==> src/tfct_pkg.sv <==
package tfct_pkg;

  // default sizing
  localparam int TFCT_FRAME_BYTES = 9;
  localparam int TFCT_TIME_BITS   = 48;

  // configuration port
  localparam int TFCT_ADDR_BITS = 3;
  localparam logic TFCT_REG_QUIET_GAP = 1'b0;
  localparam logic TFCT_REG_BACKOFF   = 1'b1;
  localparam logic [15:0] TFCT_QUIET_GAP_RST = 16'd5;
  localparam logic [15:0] TFCT_BACKOFF_RST   = 16'd50;

  // event codes
  typedef enum logic [2:0] {
    OP_BEGIN  = 3'd0,
    OP_BYTE   = 3'd1,
    OP_TAKE   = 3'd2,
    OP_CANCEL = 3'd3,
    OP_EXPIRY = 3'd4
  } tfct_op_t;

  // controller to datapath
  typedef struct packed {
    logic load;       // latch the incoming word
    logic calc;       // time sums and compares
    logic decide;     // begin permission
    logic commit;     // apply event, load single result
    logic emit_take;  // load one frame byte result
  } tfct_cmd_t;

  // datapath to controller
  typedef struct packed {
    logic take_hit;    // take with a complete frame
    logic drain_last;  // drain pointer on the final byte
  } tfct_stat_t;

endpackage

==> src/tfct_evt_if.sv <==
interface tfct_evt_if import tfct_pkg::*; #(
  parameter int TIME_BITS = TFCT_TIME_BITS
);
  logic                 valid;
  logic                 ready;
  logic [2:0]           op;
  logic [TIME_BITS-1:0] now_ms;
  logic [7:0]           rx_byte;
  logic [31:0]          measurement_id;
  logic [31:0]          attempt_no;
  logic [31:0]          timeout_ms;

  modport source (
    output valid, op, now_ms, rx_byte, measurement_id, attempt_no, timeout_ms,
    input  ready
  );
  modport sink (
    input  valid, op, now_ms, rx_byte, measurement_id, attempt_no, timeout_ms,
    output ready
  );
endinterface

==> src/tfct_res_if.sv <==
interface tfct_res_if import tfct_pkg::*; #(
  parameter int TIME_BITS = TFCT_TIME_BITS
);
  logic                 valid;
  logic                 ready;
  logic                 accepted;
  logic                 can_begin;
  logic [7:0]           frame_byte;
  logic [3:0]           byte_index;
  logic                 last;
  logic [31:0]          taken_measurement;
  logic [31:0]          taken_attempt;
  logic [TIME_BITS-1:0] capture_stamp;

  modport source (
    output valid, accepted, can_begin, frame_byte, byte_index, last,
           taken_measurement, taken_attempt, capture_stamp,
    input  ready
  );
  modport sink (
    input  valid, accepted, can_begin, frame_byte, byte_index, last,
           taken_measurement, taken_attempt, capture_stamp,
    output ready
  );
endinterface

==> src/tfct_ram.sv <==
module tfct_ram #(
  parameter int WIDTH = 8,
  parameter int DEPTH = 9,
  parameter int AW    = (DEPTH > 1) ? $clog2(DEPTH) : 1
) (
  input  logic             clk,
  input  logic             we,
  input  logic [AW-1:0]    waddr,
  input  logic [WIDTH-1:0] wdata,
  input  logic [AW-1:0]    raddr,
  output logic [WIDTH-1:0] rdata
);

  logic [WIDTH-1:0] mem [DEPTH];

  // one write port, one registered read port
  always_ff @(posedge clk) begin
    if (we) begin
      mem[waddr] <= wdata;
    end
    rdata <= mem[raddr];
  end

endmodule

==> src/tfct_regs.sv <==
module tfct_regs import tfct_pkg::*; (
  input  logic                      clk,
  input  logic                      rst,
  input  logic                      psel,
  input  logic                      penable,
  input  logic                      pwrite,
  input  logic [TFCT_ADDR_BITS-1:0] paddr,
  input  logic [31:0]               pwdata,
  output logic [31:0]               prdata,
  output logic                      pready,
  output logic [15:0]               quiet_gap,
  output logic [15:0]               reuse_backoff
);

  logic wr_en;
  logic reg_sel;

  // word index is address bit 2, low bits ignored
  assign reg_sel = paddr[2];
  assign wr_en   = psel & penable & pwrite;
  assign pready  = 1'b1;

  always_ff @(posedge clk) begin
    if (rst) begin
      quiet_gap     <= TFCT_QUIET_GAP_RST;
      reuse_backoff <= TFCT_BACKOFF_RST;
    end else if (wr_en) begin
      if (reg_sel == TFCT_REG_QUIET_GAP) begin
        quiet_gap <= pwdata[15:0];
      end else begin
        reuse_backoff <= pwdata[15:0];
      end
    end
  end

  // read back
  always_comb begin
    if (reg_sel == TFCT_REG_BACKOFF) begin
      prdata = {16'h0000, reuse_backoff};
    end else begin
      prdata = {16'h0000, quiet_gap};
    end
  end

endmodule

==> src/tfct_ctrl.sv <==
module tfct_ctrl import tfct_pkg::*; (
  input  logic       clk,
  input  logic       rst,
  input  logic       evt_valid,
  output logic       evt_ready,
  output logic       res_valid,
  input  logic       res_ready,
  input  tfct_stat_t stat,
  output tfct_cmd_t  cmd
);

  typedef enum logic [2:0] {
    S_IDLE,
    S_CALC,
    S_DECIDE,
    S_EXEC,
    S_TAKE_RD,
    S_OUT
  } state_t;

  state_t state;
  logic   final_word;

  // sequencer, handshake flags registered
  always_ff @(posedge clk) begin
    if (rst) begin
      state      <= S_IDLE;
      evt_ready  <= 1'b1;
      res_valid  <= 1'b0;
      final_word <= 1'b0;
    end else begin
      case (state)
        S_IDLE: begin
          if (evt_valid) begin
            evt_ready <= 1'b0;
            state     <= S_CALC;
          end
        end
        S_CALC: begin
          state <= S_DECIDE;
        end
        S_DECIDE: begin
          state <= S_EXEC;
        end
        S_EXEC: begin
          if (stat.take_hit) begin
            state <= S_TAKE_RD;
          end else begin
            res_valid  <= 1'b1;
            final_word <= 1'b1;
            state      <= S_OUT;
          end
        end
        S_TAKE_RD: begin
          res_valid  <= 1'b1;
          final_word <= stat.drain_last;
          state      <= S_OUT;
        end
        S_OUT: begin
          if (res_ready) begin
            res_valid <= 1'b0;
            if (final_word) begin
              evt_ready <= 1'b1;
              state     <= S_IDLE;
            end else begin
              state <= S_TAKE_RD;
            end
          end
        end
        default: begin
          state     <= S_IDLE;
          evt_ready <= 1'b1;
          res_valid <= 1'b0;
        end
      endcase
    end
  end

  // command decode
  always_comb begin
    cmd           = '0;
    cmd.load      = (state == S_IDLE) && evt_valid;
    cmd.calc      = (state == S_CALC);
    cmd.decide    = (state == S_DECIDE);
    cmd.commit    = (state == S_EXEC) && !stat.take_hit;
    cmd.emit_take = (state == S_TAKE_RD);
  end

endmodule

==> src/tfct_dp.sv <==
module tfct_dp import tfct_pkg::*; #(
  parameter int FRAME_BYTES = TFCT_FRAME_BYTES,
  parameter int TIME_BITS   = TFCT_TIME_BITS
) (
  input  logic                 clk,
  input  logic                 rst,
  input  tfct_cmd_t            cmd,
  output tfct_stat_t           stat,
  input  logic [2:0]           op,
  input  logic [TIME_BITS-1:0] now_ms,
  input  logic [7:0]           rx_byte,
  input  logic [31:0]          measurement_id,
  input  logic [31:0]          attempt_no,
  input  logic [31:0]          timeout_ms,
  input  logic [15:0]          quiet_gap,
  input  logic [15:0]          reuse_backoff,
  output logic                 accepted,
  output logic                 can_begin,
  output logic [7:0]           frame_byte,
  output logic [3:0]           byte_index,
  output logic                 last,
  output logic [31:0]          taken_measurement,
  output logic [31:0]          taken_attempt,
  output logic [TIME_BITS-1:0] capture_stamp
);

  localparam int AW = (FRAME_BYTES > 1) ? $clog2(FRAME_BYTES) : 1;
  localparam int FW = $clog2(FRAME_BYTES + 1);
  localparam logic [FW-1:0] FILL_FULL = FW'(FRAME_BYTES);
  localparam logic [AW-1:0] IDX_LAST  = AW'(FRAME_BYTES - 1);

  // sum clamped at all ones
  function automatic logic [TIME_BITS-1:0] sat_add(
    input logic [TIME_BITS-1:0] a,
    input logic [TIME_BITS-1:0] b
  );
    logic [TIME_BITS:0] s;
    s = {1'b0, a} + {1'b0, b};
    return s[TIME_BITS] ? '1 : s[TIME_BITS-1:0];
  endfunction

  // latched event word
  logic [2:0]           op_q;
  logic [TIME_BITS-1:0] now_q;
  logic [7:0]           rx_q;
  logic [31:0]          meas_q;
  logic [31:0]          att_q;
  logic [31:0]          tmo_q;

  // transaction state
  logic                 active;
  logic                 complete;
  logic [FW-1:0]        fill_count;
  logic [31:0]          held_measurement;
  logic [31:0]          held_attempt;
  logic [TIME_BITS-1:0] deadline;
  logic [TIME_BITS-1:0] last_rx_time;
  logic [TIME_BITS-1:0] capture_time;
  logic [TIME_BITS-1:0] reuse_after;

  // intermediate terms
  logic [TIME_BITS-1:0] quiet_until;
  logic [TIME_BITS-1:0] deadline_new;
  logic [TIME_BITS-1:0] reuse_new;
  logic                 ge_reuse;
  logic                 le_deadline;
  logic                 ge_deadline;
  logic                 can_q;

  // drain pointer and frame store
  logic [AW-1:0]        drain_idx;
  logic [AW+3:0]        idx_ext;
  logic [7:0]           ram_rdata;
  logic                 store_ok;
  logic                 ram_we;
  logic [FW-1:0]        fill_inc;

  assign store_ok = active && !complete && le_deadline && (fill_count < FILL_FULL);
  assign ram_we   = cmd.commit && (op_q == OP_BYTE) && store_ok;
  assign fill_inc = fill_count + FW'(1);
  assign idx_ext  = {4'h0, drain_idx};

  assign stat.take_hit   = (op_q == OP_TAKE) && complete;
  assign stat.drain_last = (drain_idx == IDX_LAST);

  tfct_ram #(
    .WIDTH (8),
    .DEPTH (FRAME_BYTES),
    .AW    (AW)
  ) u_frame_ram (
    .clk   (clk),
    .we    (ram_we),
    .waddr (fill_count[AW-1:0]),
    .wdata (rx_q),
    .raddr (drain_idx),
    .rdata (ram_rdata)
  );

  // event word capture
  always_ff @(posedge clk) begin
    if (cmd.load) begin
      op_q   <= op;
      now_q  <= now_ms;
      rx_q   <= rx_byte;
      meas_q <= measurement_id;
      att_q  <= attempt_no;
      tmo_q  <= timeout_ms;
    end
  end

  // time sums and compares against current state
  always_ff @(posedge clk) begin
    if (cmd.calc) begin
      quiet_until  <= sat_add(last_rx_time, TIME_BITS'(quiet_gap));
      deadline_new <= sat_add(now_q, TIME_BITS'(tmo_q));
      reuse_new    <= sat_add(now_q, TIME_BITS'(reuse_backoff));
      ge_reuse     <= (now_q >= reuse_after);
      le_deadline  <= (now_q <= deadline);
      ge_deadline  <= (now_q >= deadline);
    end
  end

  // begin permission, judged on state before the event
  always_ff @(posedge clk) begin
    if (cmd.decide) begin
      can_q <= !active && !complete && ge_reuse &&
               ((last_rx_time == '0) || (now_q >= quiet_until));
    end
  end

  // state update
  always_ff @(posedge clk) begin
    if (rst) begin
      active           <= 1'b0;
      complete         <= 1'b0;
      fill_count       <= '0;
      held_measurement <= '0;
      held_attempt     <= '0;
      deadline         <= '0;
      last_rx_time     <= '0;
      capture_time     <= '0;
      reuse_after      <= '0;
      drain_idx        <= '0;
    end else if (cmd.commit) begin
      case (op_q)
        OP_BEGIN: begin
          if ((att_q != '0) && (tmo_q != '0) && can_q) begin
            held_measurement <= meas_q;
            held_attempt     <= att_q;
            deadline         <= deadline_new;
            fill_count       <= '0;
            complete         <= 1'b0;
            active           <= 1'b1;
          end
        end
        OP_BYTE: begin
          last_rx_time <= now_q;
          if (store_ok) begin
            fill_count <= fill_inc;
            if (fill_inc == FILL_FULL) begin
              capture_time <= now_q;
              complete     <= 1'b1;
            end
          end
        end
        OP_CANCEL: begin
          active      <= 1'b0;
          complete    <= 1'b0;
          fill_count  <= '0;
          reuse_after <= reuse_new;
        end
        OP_EXPIRY: begin
          if (active && !complete && ge_deadline) begin
            active      <= 1'b0;
            complete    <= 1'b0;
            fill_count  <= '0;
            reuse_after <= reuse_new;
          end
        end
        default: begin
        end
      endcase
    end else if (cmd.emit_take) begin
      // the final byte frees the block
      if (stat.drain_last) begin
        drain_idx  <= '0;
        active     <= 1'b0;
        complete   <= 1'b0;
        fill_count <= '0;
      end else begin
        drain_idx <= drain_idx + AW'(1);
      end
    end
  end

  // result register
  always_ff @(posedge clk) begin
    if (cmd.commit) begin
      case (op_q)
        OP_BEGIN:  accepted <= (att_q != '0) && (tmo_q != '0) && can_q;
        OP_EXPIRY: accepted <= active && !complete && ge_deadline;
        default:   accepted <= 1'b0;
      endcase
      can_begin         <= can_q;
      frame_byte        <= '0;
      byte_index        <= '0;
      last              <= 1'b1;
      taken_measurement <= '0;
      taken_attempt     <= '0;
      capture_stamp     <= '0;
    end else if (cmd.emit_take) begin
      accepted          <= 1'b1;
      can_begin         <= can_q;
      frame_byte        <= ram_rdata;
      byte_index        <= idx_ext[3:0];
      last              <= stat.drain_last;
      taken_measurement <= held_measurement;
      taken_attempt     <= held_attempt;
      capture_stamp     <= capture_time;
    end
  end

endmodule

==> src/timed_frame_capture_transaction.sv <==
// Channel  Dir  Handshake      Word
// evt      in   valid/ready    op, now_ms, rx_byte, measurement_id, attempt_no, timeout_ms
// res      out  valid/ready    accepted, can_begin, frame_byte, byte_index, last,
//                              taken_measurement, taken_attempt, capture_stamp
// apb      in   psel/penable   quiet_gap_ms at 0x0, reuse_backoff_ms at 0x4
//
// One event at a time: accept, time sums, permission, update, then the result.
// A single-result event returns one word; a take of a full frame returns one
// word per byte, each read from the registered frame RAM.
// rst is synchronous; it clears the sequencer and transaction state, the
// frame RAM holds no reset. A stalled res holds the word and evt stays low.
module timed_frame_capture_transaction import tfct_pkg::*; #(
  parameter int FRAME_BYTES = TFCT_FRAME_BYTES,
  parameter int TIME_BITS   = TFCT_TIME_BITS
) (
  input  logic                      clk,
  input  logic                      rst,
  tfct_evt_if.sink                  evt,
  tfct_res_if.source                res,
  input  logic                      psel,
  input  logic                      penable,
  input  logic                      pwrite,
  input  logic [TFCT_ADDR_BITS-1:0] paddr,
  input  logic [31:0]               pwdata,
  output logic [31:0]               prdata,
  output logic                      pready
);

  tfct_cmd_t   cmd;
  tfct_stat_t  stat;
  logic [15:0] quiet_gap;
  logic [15:0] reuse_backoff;

  tfct_regs u_regs (
    .clk           (clk),
    .rst           (rst),
    .psel          (psel),
    .penable       (penable),
    .pwrite        (pwrite),
    .paddr         (paddr),
    .pwdata        (pwdata),
    .prdata        (prdata),
    .pready        (pready),
    .quiet_gap     (quiet_gap),
    .reuse_backoff (reuse_backoff)
  );

  tfct_ctrl u_ctrl (
    .clk       (clk),
    .rst       (rst),
    .evt_valid (evt.valid),
    .evt_ready (evt.ready),
    .res_valid (res.valid),
    .res_ready (res.ready),
    .stat      (stat),
    .cmd       (cmd)
  );

  tfct_dp #(
    .FRAME_BYTES (FRAME_BYTES),
    .TIME_BITS   (TIME_BITS)
  ) u_dp (
    .clk               (clk),
    .rst               (rst),
    .cmd               (cmd),
    .stat              (stat),
    .op                (evt.op),
    .now_ms            (evt.now_ms),
    .rx_byte           (evt.rx_byte),
    .measurement_id    (evt.measurement_id),
    .attempt_no        (evt.attempt_no),
    .timeout_ms        (evt.timeout_ms),
    .quiet_gap         (quiet_gap),
    .reuse_backoff     (reuse_backoff),
    .accepted          (res.accepted),
    .can_begin         (res.can_begin),
    .frame_byte        (res.frame_byte),
    .byte_index        (res.byte_index),
    .last              (res.last),
    .taken_measurement (res.taken_measurement),
    .taken_attempt     (res.taken_attempt),
    .capture_stamp     (res.capture_stamp)
  );

`ifndef NO_ASSERTIONS
  // no new event while a result is pending
  a_no_overlap: assert property (@(posedge clk) disable iff (rst)
    res.valid |-> !evt.ready)
    else $error("event accepted while a result is pending");

  // only a take emits more than one word, and those are accepted words
  a_multi_is_take: assert property (@(posedge clk) disable iff (rst)
    (res.valid && !res.last) |-> res.accepted)
    else $error("non-final result word that is not a take byte");

  // after a non-final word the event side stays closed
  a_drain_holds: assert property (@(posedge clk) disable iff (rst)
    (res.valid && res.ready && !res.last) |=> !evt.ready)
    else $error("event side reopened in the middle of a frame drain");
`endif

endmodule
==> src/flat_wrapper.sv <==
// flat-port wrapper written by rule: the top's interface ports become plain ports
module timed_frame_capture_transaction_flat import tfct_pkg::*;
#(
  parameter int FRAME_BYTES = TFCT_FRAME_BYTES,
  parameter int TIME_BITS   = TFCT_TIME_BITS
)
  (clk, rst, psel, penable, pwrite, paddr, pwdata, prdata, pready, evt_valid, evt_op, evt_now_ms, evt_rx_byte, evt_measurement_id, evt_attempt_no, evt_timeout_ms, evt_ready, res_valid, res_accepted, res_can_begin, res_frame_byte, res_byte_index, res_last, res_taken_measurement, res_taken_attempt, res_capture_stamp, res_ready);
  tfct_evt_if #(.TIME_BITS(TIME_BITS)) evt_i ();
  tfct_res_if #(.TIME_BITS(TIME_BITS)) res_i ();
  input  logic clk;
  input  logic rst;
  input  logic psel;
  input  logic penable;
  input  logic pwrite;
  input  logic [TFCT_ADDR_BITS-1:0] paddr;
  input  logic [31:0] pwdata;
  output logic [31:0] prdata;
  output logic pready;
  input wire logic [$bits(evt_i.valid)-1:0] evt_valid;
  input wire logic [$bits(evt_i.op)-1:0] evt_op;
  input wire logic [$bits(evt_i.now_ms)-1:0] evt_now_ms;
  input wire logic [$bits(evt_i.rx_byte)-1:0] evt_rx_byte;
  input wire logic [$bits(evt_i.measurement_id)-1:0] evt_measurement_id;
  input wire logic [$bits(evt_i.attempt_no)-1:0] evt_attempt_no;
  input wire logic [$bits(evt_i.timeout_ms)-1:0] evt_timeout_ms;
  output wire logic [$bits(evt_i.ready)-1:0] evt_ready;
  output wire logic [$bits(res_i.valid)-1:0] res_valid;
  output wire logic [$bits(res_i.accepted)-1:0] res_accepted;
  output wire logic [$bits(res_i.can_begin)-1:0] res_can_begin;
  output wire logic [$bits(res_i.frame_byte)-1:0] res_frame_byte;
  output wire logic [$bits(res_i.byte_index)-1:0] res_byte_index;
  output wire logic [$bits(res_i.last)-1:0] res_last;
  output wire logic [$bits(res_i.taken_measurement)-1:0] res_taken_measurement;
  output wire logic [$bits(res_i.taken_attempt)-1:0] res_taken_attempt;
  output wire logic [$bits(res_i.capture_stamp)-1:0] res_capture_stamp;
  input wire logic [$bits(res_i.ready)-1:0] res_ready;
  assign evt_i.valid = evt_valid;
  assign evt_i.op = evt_op;
  assign evt_i.now_ms = evt_now_ms;
  assign evt_i.rx_byte = evt_rx_byte;
  assign evt_i.measurement_id = evt_measurement_id;
  assign evt_i.attempt_no = evt_attempt_no;
  assign evt_i.timeout_ms = evt_timeout_ms;
  assign evt_ready = evt_i.ready;
  assign res_valid = res_i.valid;
  assign res_accepted = res_i.accepted;
  assign res_can_begin = res_i.can_begin;
  assign res_frame_byte = res_i.frame_byte;
  assign res_byte_index = res_i.byte_index;
  assign res_last = res_i.last;
  assign res_taken_measurement = res_i.taken_measurement;
  assign res_taken_attempt = res_i.taken_attempt;
  assign res_capture_stamp = res_i.capture_stamp;
  assign res_i.ready = res_ready;
  timed_frame_capture_transaction #(.FRAME_BYTES(FRAME_BYTES), .TIME_BITS(TIME_BITS)) u_core (.clk(clk), .rst(rst), .evt(evt_i), .res(res_i), .psel(psel), .penable(penable), .pwrite(pwrite), .paddr(paddr), .pwdata(pwdata), .prdata(prdata), .pready(pready));
endmodule
==> config.mk <==
export PLATFORM = sky130hd
export DESIGN_NAME = timed_frame_capture_transaction_flat
export DESIGN_NICKNAME = d
export VERILOG_FILES = /design/src/tfct_pkg.sv /design/src/tfct_evt_if.sv /design/src/tfct_res_if.sv /design/src/tfct_ram.sv /design/src/tfct_regs.sv /design/src/tfct_ctrl.sv /design/src/tfct_dp.sv /design/src/timed_frame_capture_transaction.sv /design/src/flat_wrapper.sv
export SDC_FILE = /design/constraint.sdc
export NUM_CORES = 2
export LEC_CHECK = 0
export BUFFER_PORTS_ARGS = -buffer_cell sky130_fd_sc_hd__buf_2
export CORE_ASPECT_RATIO = 0.8
export CORE_UTILIZATION = 56
export CTS_BUF_LIST = sky130_fd_sc_hd__clkbuf_4
export CTS_CLUSTER_DIAMETER = 60
export DETAILED_ROUTE_END_ITERATION = 16
export PLACE_DENSITY = 0.79
export REMOVE_ABC_BUFFERS = 1
export SLEW_MARGIN = 10
export SYNTH_ARGS = -nofsm -noshare
export SYNTH_HDL_FRONTEND = slang
export SYNTH_SLANG_ARGS = --single-unit
==> constraint.sdc <==
create_clock -name clk -period 21.9 [get_ports clk]
set_input_delay 4.38 -clock clk [delete_from_list [all_inputs] [get_ports clk]]
set_output_delay 4.38 -clock clk [all_outputs]
set_load 0.1 [all_outputs]
; ---- Word level (Yosys, flattened, before mapping)
; Memories as Yosys holds them, arrays and structs flattened. A register that Yosys moved wholly into a read port is not among the register bits.
; Cells that the tools add are included.
[op_classes]
mux = 42
multipliers = 0
bitwise = 6
shifts = 0
n_reduce_logical = 43
eq_ne = 22
n_div = 0
n_addsub = 5
n_lt_le_gt_ge = 5
[op_table]
columns = op, count
row1 = 48-bit >= comparator, 3
row2 = 48-bit by 16-bit adder with 49-bit output, 2
row3 = 48-bit one-hot mux with 2 select lines, 1
row4 = 32-bit nonzero test, 2
row5 = 48-bit by 32-bit adder with 49-bit output, 1
row6 = 48-bit less-or-equal comparator, 1
row7 = 48-bit zero test, 1
row8 = 48-bit 2-to-1 mux, 1
row9 = 4-bit 2-to-1 mux, 7
row10 = 1-bit 2-to-1 mux, 21
row11 = 3-bit one-hot mux with 6 select lines, 1
row12 = 16-bit 2-to-1 mux, 1
row13 = 4-bit one-hot mux with 4 select lines, 1
row14 = 1-bit logical AND, 14
row15 = 3-bit by 2-bit == test with 1-bit output (second input constant), 4
row16 = 2-bit AND reduction, 6
row17 = 2-bit inequality test (second input constant), 5
row18 = 3-bit == test (second input constant), 3
row19 = 3-bit 2-to-1 mux, 3
row20 = 3-bit inequality test (second input constant), 3
row21 = 3-bit AND reduction, 3
row22 = 4-bit by 1-bit adder with 4-bit output (second input constant), 2
row23 = 4-bit == test (second input constant), 2
row24 = 1-bit one-hot mux with 4 select lines, 2
row25 = 19 further kinds, 33
[word_totals]
out_inout_bits = 162
mem_count = 1
latch_bits = 0
rom_bits = 0
input_bits = 197
ramBits = 72
ff_bits = 734
word_cells = 161
[mem_list]
columns = memory, depth, word_bits, read_ports, rd_ports_with_merged_regs, wr, line_no
row1 = u_core.u_dp.u_frame_ram.mem, 9, 8, 1, 1, 1, tfct_ram.sv:14  ; logic [WIDTH-1:0] mem [DEPTH];

; ---- Depth between registers and ports, before layout
[logic_depth]
ltp_word = 8
depth_mapped = 14
mapped_depth_nobuf = 12

; ---- Hierarchy
; A second synthesis with hierarchy kept.
[hier_totals]
hier_cells = 3654
area_unflattened_um2 = 37248.2
[by_module_without_submodules]
columns = mod, area_each_um2, seq_area_each_um2, instances, cells_each
row1 = tfct_dp, 32128.3, 16986.3, 1, 3283
row2 = tfct_ram, 3064.2, 2322.2, 1, 171
row3 = tfct_regs, 1709.1, 640.6, 1, 165
row4 = tfct_ctrl, 346.6, 120.1, 1, 35

; ---- Worst setup path before layout
; OpenSTA, ideal clock, no wires.
[synth_path]
path_type = input-to-reg
from = input evt_valid
to = register u_core.u_ctrl.evt_ready
stages = 2
t_required_ns = 21.168
t_arrival_ns = 20.560
slack_ns = 0.609
setup_ns = 0.732
path_buffers = 0
path_cell_list = nor4b_1 > o221ai_1
[synth_via]
elab_chain_len = 2
[synth_rtl]
columns = element, line_no
row1 = start: declaration, flat_wrapper.sv:19  ; input wire logic [$bits(evt_i.valid)-1:0] evt_valid;
row2 = 2-bit inequality test (no source line), --
row3 = 4-bit AND reduction (no source line), --
row4 = end signal: assignment, tfct_ctrl.sv:28  ; evt_ready <= 1'b1;
row5 = end signal: assignment, tfct_ctrl.sv:35  ; evt_ready <= 1'b0;
row6 = end signal: assignment, tfct_ctrl.sv:63  ; evt_ready <= 1'b1;
row7 = end: declaration, tfct_ctrl.sv:5  ; output logic evt_ready,
; Every way passes these cells.
; A chain may end at the register's enable or synchronous reset.

; ---- Final worst setup path
[layout_path]
from = input paddr[2]
to = output prdata[15]
[layout_via]
elab_chain_len = 1
[layout_rtl]
columns = element, line_no
row1 = start: declaration, flat_wrapper.sv:15  ; input logic [TFCT_ADDR_BITS-1:0] paddr;
row2 = 16-bit 2-to-1 mux, tfct_regs.sv:38  ; if (reg_sel == TFCT_REG_BACKOFF) begin
row3 = end: declaration, flat_wrapper.sv:17  ; output logic [31:0] prdata;
; Every way passes these cells.

==> impl_metrics.toml <==
[global_routing]
grt_pass1_wl_um = 145000
grt_antenna_before_repair = 6
grt_start_max_net_pins = 99
grt_pass1_vias = 27000
grt_remaining_overflow = 0
globalRouteTotalUtil_pct = 28.0

[power]
powerDensity_nw_per_um2 = 82.3
irDropWorstVdd_uv = 51.9
static-leakage-power_nw = 16.1

[yosys]
synth_enable_flop_cells = 377
synth_cell_type_count = 87
synthesis.yosys.warnings = 0
synth_area_leader_cell = "sky130_fd_sc_hd__edfxtp_1"
synthArstFlopShare_pct = 0
top_cells_by_area_in_the_synthesized_netlist = "sky130_fd_sc_hd__edfxtp_1 (31%), sky130_fd_sc_hd__dfxtp_1 (24%), sky130_fd_sc_hd__nand2_1 (10%)"
postSynthCellCount = 3754
ys_ff_latch = 814
seq_area_frac_synth_pct = 55.0
avgSynthCellArea_um2 = 9.71
synth_commonest_cells = "sky130_fd_sc_hd__nand2_1 (1017), sky130_fd_sc_hd__a21oi_1 (523), sky130_fd_sc_hd__dfxtp_1 (437)"
mappedNetlistArea_um2 = 36500
synth-main-ff-cell = "sky130_fd_sc_hd__dfxtp_1"
synthDominantCellAreaShare_pct = 31.0
synth.most_common_cell = "sky130_fd_sc_hd__nand2_1"

[cts]
clkTransAtPathRegs_ns = 0.07
postCtsHoldBufs = 0
ctsLongestPathBuffers = 3
clk_root_buffer_cell = "sky130_fd_sc_hd__clkbuf_4"
clock_tree.htree_level_count = 4
post_cts.repair.setup_buffers = 0
numClockSinks = 814
cts_inserted_buffers = 197
tritoncts = "done"
cts.repair.resized = 0
clk_latency_ns = 1.08

[route]
route.antenna.remaining_nets = 0
route.detailed.vias_per_inst = 5.58
route.vias.total = 28700
detail_route.iter0.violations = 2556
detail_route.wl_per_cell_um = 18.1
detailed_route_wire_length_um = 93300
drcViolationCount = 0
pre_repair_dr_iteration_count = 5

[floorplanning]
start_util_pct = 56.7
die_width_um = 287
placement_rows = 83
chipHeight_um = 230
fp.dieArea_um2 = 66200
floorplan.io_pins = 359
placeableCoreArea_um2 = 64300

[sta]
period_share_pct = 45.3
post_layout_minimum_cycle_time_ns = 9.92
slew_violations = 0
fin_tns_setup_ns = 0
maximum_achievable_frequency_mhz = 101
fin_worst_skew_ns = 0.0779
worst_slew_pin_slew_ns = 1.18
slew_headroom_pct = 20.9
setup_repair_after_global_routing_missed_its_margin = "no"
final_setup_fails = 0
finalHoldViolCount = 0

[worst_setup_path]
critical-path-max-stage-delay_ns = 0.46
cp_data_required_time_ns = 17.52
timing.critical_path.to_type = "primary output"
regToRegSetupSlack_ns = 17.48
critical_path.cell_chain = "buf_2 -> mux2_2 -> buf_2"
crit_path_frequent_cell = "sky130_fd_sc_hd__buf_2"
timing.reg2reg.worst_path_depth = 11
critical_path.max_fanout = 19
cp_endpoint = "prdata[15]"
regToRegStartpoint = "u_core.u_dp.now_q[2]"
setup.worst_path.class = "primary input to primary output"
critPathSlowestCell = "sky130_fd_sc_hd__buf_2"
crit_path_start_kind = "primary input"
critical_path.reg2reg.endpoint = "u_core.u_dp.reuse_new[39]"
arrival_ns = 5.54
crit_start = "paddr[2]"

[worst_hold_path]
hold_class = "flip-flop to flip-flop"

[finish]
filler_cell_count = 5238
registers.top_by_ff_count = "u_core.u_dp.u_frame_ram.mem"
synthToLayoutAreaGrowth_pct = 13.2
drive_above_1_share_pct = 17.8
largest_reg_flops = 72
finalNetCount = 4537
final_util_pct = 64.2

[placement]
port_buffers = 323
dp_hpwl_um = 61800
globalplace.congestion = 0.905

[outcome]
outcome = "completed"

[flow_run]
max_cap_violations = 0
[power breakdown]
group	switching (mW)	total (mW)	internal, mW
sequential	0.0554	1.73	1.68
clock	0.626	1.28	0.655
combinational	0.265	0.386	0.121
total	0.946	3.40	2.45
[worst min-delay path by stage]
stage,endpoint,cells past startpoint,from
4_1_cts,u_core.u_dp.taken_measurement[24],2,u_core.u_dp.held_measurement[24]
6_report,u_core.u_dp.taken_measurement[24],2,u_core.u_dp.held_measurement[24]
5_1_grt,u_core.u_dp.u_frame_ram.rdata[0],2,u_core.u_dp.u_frame_ram.mem[8][0]
3_5_place_dp,u_core.u_dp.frame_byte[3],2,u_core.u_dp.u_frame_ram.rdata[3]
3_3_place_gp,u_core.u_dp.frame_byte[3],2,u_core.u_dp.u_frame_ram.rdata[3]
2_1_floorplan,u_core.u_dp.frame_byte[0],2,u_core.u_dp.u_frame_ram.rdata[0]
[kinds of logic (layout without fill, tap and decap cells)]
family                   count (synthesis)  in the layout  synth area share [%]
adder cells (fa/ha/maj)                218            218                  7.54
other                                    2             26                0.0206
AND/OR/NAND/NOR                       1415           1415                  16.5
XOR/XNOR                                97             97                  2.33
AO/OA/AOI/OAI                          799            799                  12.6
multiplexers                            43             43                  1.79
flip-flops                             814            814                  55.0
buffers and inverters                  366            884                  4.17
[critical path: cells and delay by family]
kind / cells / cell delay (ns)
muxes: 1 / 0.30
buffers and inverters: 2 / 0.85
[final cells by class]
type | instances | area [µm²] | share of cell area [%]
Timing Repair Buffer | 354 | 1860 | 4.50
Clock inverter | 51 | 280 | 0.679
Clock buffer | 313 | 2350 | 5.69
Tap cell | 850 | 1060 | 2.58
Inverter | 166 | 623 | 1.51
Antenna cell | 9 | 22.5 | 0.0546
Sequential cell | 814 | 20100 | 48.6
Multi-Input combinational cell | 2589 | 15000 | 36.4
[layout by cell type, fill, tap and decap left out, types with 76 or more instances in the layout]
master | netlist | final
sky130_fd_sc_hd__a21o_1 | 80 | 80
sky130_fd_sc_hd__edfxtp_1 | 377 | 377
sky130_fd_sc_hd__o21ai_0 | 76 | 76
sky130_fd_sc_hd__nand2_1 | 1017 | 1017
sky130_fd_sc_hd__ha_1 | 215 | 215
sky130_fd_sc_hd__clkbuf_4 | 1 | 313
sky130_fd_sc_hd__dfxtp_1 | 437 | 437
sky130_fd_sc_hd__inv_1 | 165 | 165
sky130_fd_sc_hd__a21oi_1 | 523 | 522
sky130_fd_sc_hd__nor2_1 | 104 | 101
sky130_fd_sc_hd__buf_2 | 14 | 322
[layer usage]
metal  share of wire, %  track usage, %  wire, µm  up-vias
met5                  0               0         0        -
met4                3.4            12.4      3180        0
met3                7.3            5.28      6830      184
met2                 46            43.3     42900     1199
met1                 43            38.4     40500    13500
li1                   -               -         -    13800
[through the flow]
stage | power [mW] | std cells | hold slack, ns | instance area, µm² | setup slack, ns
after floorplan | 2.04 | 3569 | 0.417 | 35600 | 0.609
final | 3.40 | 5146 | 0.407 | 41300 | 11.98
after global routing | 3.54 | 5146 | 0.449 | 41300 | 11.98
after CTS | 3.42 | 5137 | 0.422 | 41300 | 12.00
after detailed placement | 2.14 | 4773 | 0.425 | 38600 | 12.00
after global placement | 2.13 | 4773 | 0.425 | 38600 | 12.01
Note: power is estimated with default switching activity, not from simulation.
